`config.mk`:
```
export PLATFORM = sky130hd
export DESIGN_NAME = tms_pick
export DESIGN_NICKNAME = d
export VERILOG_FILES = /design/src/rtl/tms_pkg.sv /design/src/rtl/tms_pick.sv
export SDC_FILE = /design/constraint.sdc
export NUM_CORES = 1
export LEC_CHECK = 0
export ABC_AREA = 1
export ABC_CLOCK_PERIOD_IN_PS = 1250
export BUFFER_PORTS_ARGS = -buffer_cell sky130_fd_sc_hd__buf_2
export CORE_AREA = 2 2 39 41
export DETAILED_ROUTE_END_ITERATION = 12
export DIE_AREA = 0 0 41 43
export PLACE_DENSITY = 0.66
export SLEW_MARGIN = 20
export SYNTH_ARGS = -nofsm -noshare
export SYNTH_HDL_FRONTEND = slang
export SYNTH_SLANG_ARGS = --single-unit
```
`constraint.sdc`:
```
create_clock -name vclk -period 1.25
set_clock_uncertainty 0.15 [all_clocks]
set_input_delay 0.125 -clock vclk [all_inputs]
set_output_delay 0.125 -clock vclk [all_outputs]
set_load 0.05 [all_outputs]
```
`src/rtl/tms_pkg.sv`:
```
package tms_pkg;

  localparam int POS_W        = 6;
  localparam int SENSE_W      = 3;
  localparam int MOVE_W       = 3;
  localparam int CNT_W        = 2;
  localparam int NUM_DIR      = 4;
  localparam int GRID_DIM_DEF = 64;

  localparam logic [CNT_W-1:0]   CNT_MAX      = 2'd3;
  localparam logic [SENSE_W-1:0] SENSE_FREE   = 3'd0;
  localparam logic [SENSE_W-1:0] SENSE_TARGET = 3'd3;
  localparam logic [MOVE_W-1:0]  MOVE_NONE    = 3'd4;

  typedef enum logic {
    OP_VISIT = 1'b0,
    OP_QUERY = 1'b1
  } op_t;

  typedef enum logic [1:0] {
    DIR_UP    = 2'd0,
    DIR_DOWN  = 2'd1,
    DIR_LEFT  = 2'd2,
    DIR_RIGHT = 2'd3
  } dir_t;

  typedef enum logic [2:0] {
    ST_CLEAR,
    ST_IDLE,
    ST_VRD,
    ST_VWR,
    ST_QRD,
    ST_QFIN
  } state_t;

  typedef struct packed {
    logic [NUM_DIR-1:0][SENSE_W-1:0] code;
    logic [NUM_DIR-1:0][CNT_W-1:0]   cnt;
  } pick_in_t;

endpackage

```
`src/rtl/tms_pick.sv`:
```
module tms_pick (
  input  tms_pkg::pick_in_t                 pick_i,
  output logic [tms_pkg::MOVE_W-1:0]        move_dir
);

  logic [tms_pkg::NUM_DIR-1:0] tgt;
  logic [tms_pkg::NUM_DIR-1:0] pass;
  logic [tms_pkg::NUM_DIR-1:0] fresh;
  logic [tms_pkg::NUM_DIR-1:0] once;

  function automatic logic [tms_pkg::MOVE_W-1:0] first_of(
    input logic [tms_pkg::NUM_DIR-1:0] v
  );
    logic [tms_pkg::MOVE_W-1:0] m;
    m = tms_pkg::MOVE_NONE;
    for (int d = tms_pkg::NUM_DIR - 1; d >= 0; d--) begin
      if (v[d]) begin
        m = tms_pkg::MOVE_W'(d);
      end
    end
    return m;
  endfunction

  always_comb begin
    for (int d = 0; d < tms_pkg::NUM_DIR; d++) begin
      tgt[d]   = (pick_i.code[d] == tms_pkg::SENSE_TARGET);
      pass[d]  = tgt[d] || (pick_i.code[d] == tms_pkg::SENSE_FREE);
      fresh[d] = pass[d] && (pick_i.cnt[d] == tms_pkg::CNT_W'(0));
      once[d]  = pass[d] && (pick_i.cnt[d] == tms_pkg::CNT_W'(1));
    end
  end

  always_comb begin
    priority if (|tgt) begin
      move_dir = first_of(tgt);
    end else if (|fresh) begin
      move_dir = first_of(fresh);
    end else if (|once) begin
      move_dir = first_of(once);
    end else begin
      move_dir = first_of(pass);
    end
  end

endmodule

```
==> results.md, run 1 <==
- Gp weighted congestion: 0.745
- Initial Util: 28.2%
- CLK BUF: 0
- Comb power frac: 100.0%
- Initial antenna violation count: 0
- Critical path launch point: pick_i[18]
- Largest net degree at the start of global routing: 6
- Post-route cell area: 863 um^2
- Worst-path maximum fanout: 4
- Vias in the first global route: 526
- # DRC: 0
- Via count: 602
- Synth Warn #: 0
- Total die area: 1760 um^2
- Shortest period the worst path allows: 1350 ps
- Crit path kind: in2out
- Syn nets: 106
- IO buf count: 23
- DR WL/cell: 8.56 um
- Core footprint: 1380 um^2
- CP Capture Type: output pin
- Final worst slack: -100 ps
- Leak pwr: 0.442 nW
- Slew margin rel.: 87.2%
- RSZ-0062 raised after global routing: yes
- Die Ht: 43 um
- Post-synthesis cell type count: 14
- Crit path DAT: 1080 ps
- Iter 0 DRT Violations: 10
- Sequential cell area fraction in the yosys report: 0%
- Final Hold Viols: 0
- Final core utilization: 62.4%
- Worst Path Required: 980 ps
- Share of layout cells above drive strength 1: 69.2%
- Rows: 14
- Hold WS: 614 ps
- I/O pin total: 23
- Worst-Margin Slew: 192 ps
- Total grt overflow: 0
- Sw Ratio: 55.0%
- First-pass GRT wire length: 1860 um
- HP Start: pick_i[1]
- Reg power frac: 0%
- Antenna cell count: 0
- Clk pwr share: 0%
- Setup-failing EPs final: 3
- Fmax: 741 MHz
- Internal power: 0.166 mW
- Final wirelength: 1140 um
- Cells after Synth: 86
- Status: finished with violations
- Area Growth Syn to Fin: 121%
- Hold Crit Class: in2out
- Pwr/cell area: 428 nW/um^2
- Horiz. Die Dim: 41 um
- Total number of sequential cells: 0
- Drt first pass iters: 4
- Storage element area: 0 um^2
- Avg Inst Size Synth: 4.54 um^2
- Power, Total: 0.369 mW
- Final period util: 108%
- Total track usage: 13.8%
- Max IR drop VDD: 199 uV
- Maxcap violations: 0
- DP HPWL: 829 um
- Failing checks: setup timing
- Placed insts: 131
- Antenna-violating nets left: 0
- Final Non-Filler Cells: 133
- Pins Over Slew Limit: 0
- Synthesized area: 390 um^2
- DP Area: 581 um^2
- Sw Pwr: 0.203 mW
- Final net count: 139
- CP startpoint kind: input pin
- Vias per cell: 4.53
through the flow:
step | setup slack [ps] | setup TNS [ps]
3_5_place_dp | -208 | -497
2_1_floorplan | -56.5 | -56.5
6_report | -100 | -224
4_1_cts | -96.4 | -240
5_1_grt | -183 | -431
3_3_place_gp | -193 | -471
routing by layer:
layer  share of wire (%)  vias to the layer above  GRT usage (%)
met4                   0                        0              0
met1                  41                      263           18.7
met5                   0                        -              0
li1                    -                      324              -
met2                  54                       15           24.7
met3                 4.9                        0              0
power by group through the flow:
stage	combinational (mW)	sequential, mW	clock [mW]
2_1_floorplan	0.157	0	0
3_3_place_gp	0.236	0	0
3_5_place_dp	0.240	0	0
4_1_cts	0.306	0	0
5_1_grt	0.402	0	0
6_report	0.369	0	0
placed cells by master, fill, tap and decap left out:
cell type / count
nand3_4: 5
buf_2: 9
nand3_1: 1
nor3_2: 1
nor2_2: 2
nand3_2: 6
inv_1: 9
buf_6: 8
inv_4: 1
and2_0: 1
a21boi_1: 1
a31oi_2: 1
inv_2: 9
nor2_4: 2
nor3_4: 1
nand2_1: 13
a21oi_1: 1
o21ai_0: 1
nand2_4: 5
buf_4: 10
buf_8: 4
nand2_2: 17
o211ai_1: 1
nor2_1: 8
cells by family after synthesis:
group | count (synthesis) | synth area share [%]
buffers and inverters | 19 | 18.3
and+or+nand+nor | 62 | 73.7
AOI/OAI and AO/OA | 5 | 8.01
layout make-up:
type                       count  area [um^2]
fill                         126          520
multi-input combinational     67          499
timing repair buffer          31          270
inverter                      19         73.8
tap                           16         20.0
worst max-delay path, stage by stage:
cell and delay [ps]:
buf_4 120, inv_2 60, nand3_2 80, nand2_2 100, nand2_1 50, a21oi_1 140
nand2_1 70, nand2_1 60, nand2_1 60, nand2_2 70, buf_8 140
final timing paths:
path	to	slack (ps)	cells after the start
hold / removal	move_dir[0]	610	6
setup / recovery	move_dir[0]	-100	11
synth_stat cells:
cell type  number  area share [%]
a21boi_0        1             1.9
a21oi_1         1             1.3
a31oi_1         1             1.6
and2_0          1             1.6
inv_1          18              17
inv_2           1            0.96
nand2_1        31              30
nand2_2         4             6.4
nand3_1         7             9.0
nand3_2         5              13
nor2_1         12              12
nor3_1          2             2.6
o211ai_1        1             1.9
o21ai_0         1             1.3
what timing repair did:
item,4_1_cts,5_1_grt
setup buffers,1,1
hold endpoints to repair,0,0
endpoints found under the setup margin,3,3
pin swaps,13,26
resized for setup,28,47
hold buffers,0,0
Power figures use the tool's default switching activity.
==> run 2: changes to the inputs <==
--- a/config.mk
+++ b/config.mk
@@ -6,7 +6,7 @@
 export NUM_CORES = 1
 export LEC_CHECK = 0
 export ABC_AREA = 1
-export ABC_CLOCK_PERIOD_IN_PS = 1250
+export ABC_CLOCK_PERIOD_IN_PS = 1500
 export BUFFER_PORTS_ARGS = -buffer_cell sky130_fd_sc_hd__buf_2
 export CORE_AREA = 2 2 39 41
 export DETAILED_ROUTE_END_ITERATION = 12
==> constraint.sdc (replaced) <==
create_clock -name vclk -period 1.5
set_clock_uncertainty 0.15 [all_clocks]
set_input_delay 0.15 -clock vclk [all_inputs]
set_output_delay 0.15 -clock vclk [all_outputs]
set_load 0.05 [all_outputs]
==> run 2 against run 1 <==
Net effect:
- the flow now finishes without violations
- power down 32%
- first-iteration DRC count down 40%
- non-clock buffer count down 4
- combinational power down 32%
- worst setup slack better by 170 ps
- sequential share of layout area unchanged
- largest cell class unchanged
- count of clock-buffer cells in the layout unchanged
- die area unchanged
- worst hold slack better by 39 ps
- global-route usage down 2.8 points
==> results.md, run 2 (synthesis results as in run 1) <==
- Status: finished, final reports clean
- CLK BUF: 0 (unchanged)
- Hold WS: 653 ps (+39.1 ps)
- I/O pin total: 23 (unchanged)
- Setup-failing EPs final: 0 (-3)
- Max IR drop VDD: 135 uV (-32%)
- Via count: 572 (-5.0%)
- First-pass GRT wire length: 1480 um (-20%)
- Vias per cell: 4.43 (-2.0%)
- Total number of sequential cells: 0 (unchanged)
- Total track usage: 11.0% (-2.8 points)
- Final Hold Viols: 0 (unchanged)
- Slew margin rel.: 83.3% (-3.9 points)
- Worst-path maximum fanout: 4 (unchanged)
- Multi-input gate area: 410 um^2 (-18%)
- Core footprint: 1380 um^2 (unchanged)
- Initial antenna violation count: 0 (unchanged)
- Horiz. Die Dim: 41 um (unchanged)
- Pins Over Slew Limit: 0 (unchanged)
- Antenna-violating nets left: 0 (unchanged)
- CTS Hold Buffers Added: 0 (unchanged)
- Worst-Margin Slew: 253 ps (+60.8 ps)
- CP startpoint kind: input pin
- Most frequent cells in the layout: nand2_1, buf_2, nand2_2
- Pwr/cell area: 369 nW/um^2 (-14%)
- Min-Delay Path Depth: 6 (unchanged)
- Share of layout cells above drive strength 1: 54.0% (-15 points)
- Vias in the first global route: 433 (-18%)
- Iter 0 DRT Violations: 6 (-4)
- Final wirelength: 1140 um (about the same)
- Leak pwr: 0.388 nW (-12%)
- Fmax: 699 MHz
- CP Capture Type: output pin
- DP HPWL: 848 um (+2.4%)
- DR WL/cell: 8.83 um (+3.2%)
- Die Ht: 43 um (unchanged)
- Final period util: 95.3%
- Fill count: 140 (+11%)
- Final net count: 135 (-2.9%)
- Crit path kind: in2out
- Hold Crit Class: in2out
- Initial Util: 28.2% (unchanged)
- Largest net degree at the start of global routing: 6 (unchanged)
- Crit path DAT: 1130 ps (+50 ps)
- Shortest period the worst path allows: 1430 ps
- Antenna cell count: 0 (unchanged)
- Gp weighted congestion: 0.739 (-0.73%)
- Dpl ws: -13.1 ps (+195 ps)
- # DRC: 0 (unchanged)
- Rows: 14 (unchanged)
- Maxcap violations: 0 (unchanged)
- Total die area: 1760 um^2 (unchanged)
- IO buf count: 23 (unchanged)
- Final worst slack: 69.8 ps (+170 ps)
- Leading cell type in the layout, fill and taps excluded: nand2_1
- Area Growth Syn to Fin: 73.7%
- Final core utilization: 49.0% (-13 points)
- Power, Total: 0.250 mW (-32%)
- Worst Path Required: 1200 ps (+220 ps)
- Drt first pass iters: 4 (unchanged)
- Total grt overflow: 0 (unchanged)
- Storage element area: 0 um^2 (unchanged)
-- run 2: cell count changes in the layout (fill, tap and decap cells not counted), moves of 3 or more --
| cell | change |
|---|---|
| buf_2 | +10 |
| buf_4 | -6 |
| buf_6 | -5 |
| buf_8 | -3 |
| nand2_1 | +7 |
| nand2_2 | -5 |
| nand3_1 | +4 |
| nor2_1 | +3 |
-- run 2: worst max-delay path, stage by stage --
cell,delay (ps)
buf_2,120
nor2_1,100
nand2_1,90
nand2_4,110
nand3_4,80
nand2_4,70
inv_2,30
nand2_2,50
nand2_2,50
nand3_2,60
nand2_2,60
buf_8,150
-- run 2: path summary, 6_finish.rpt --
path | slack (ps) | end | startpoint
worst max-delay path | 70 | move_dir[1] | pick_i[8]
worst min-delay path | 650 | move_dir[0] | pick_i[1]
-- run 2: where the power goes --
group	switching (mW)	internal [mW]
registers	0	0
logic	0.150	0.100
clock network	0	0
total	0.150	0.100
-- run 2: metrics by stage --
step           TNS, ps  instances  instance area (um^2)
2_1_floorplan        0         86                   395
3_3_place_gp     -5.42        127                   546
3_5_place_dp     -15.0        127                   546
4_1_cts              0        127                   556
5_1_grt          -4.15        129                   678
6_report             0        129                   678
-- run 2: per-layer routing --
layer / share of wire, % / GRT usage [%] / vias to the layer above / wire length (um)
li1: - / - / 315 / -
met3: 4.0 / 0 / 0 / 45
met2: 55 / 20.0 / 12 / 624
met5: 0 / 0 / - / 0
met1: 41 / 14.6 / 245 / 469
met4: 0 / 0 / 0 / 0
-- run 2: layout make-up --
| cell class | count | area share [%] |
|---|---|---|
| Timing Repair Buffer | 27 | 25.6 |
| Tap cell | 16 | 2.95 |
| Inverter | 19 | 10.9 |
| Multi-Input combinational cell | 67 | 60.5 |
-- run 2: timing repair --
item | CTS | global route
endpoints found under the hold margin | 0 | 0
resized for setup | 3 | 34
cloned | 0 | 0
setup buffers | 0 | 2
pin swaps | 0 | 18
setup endpoints to repair | 2 | 3
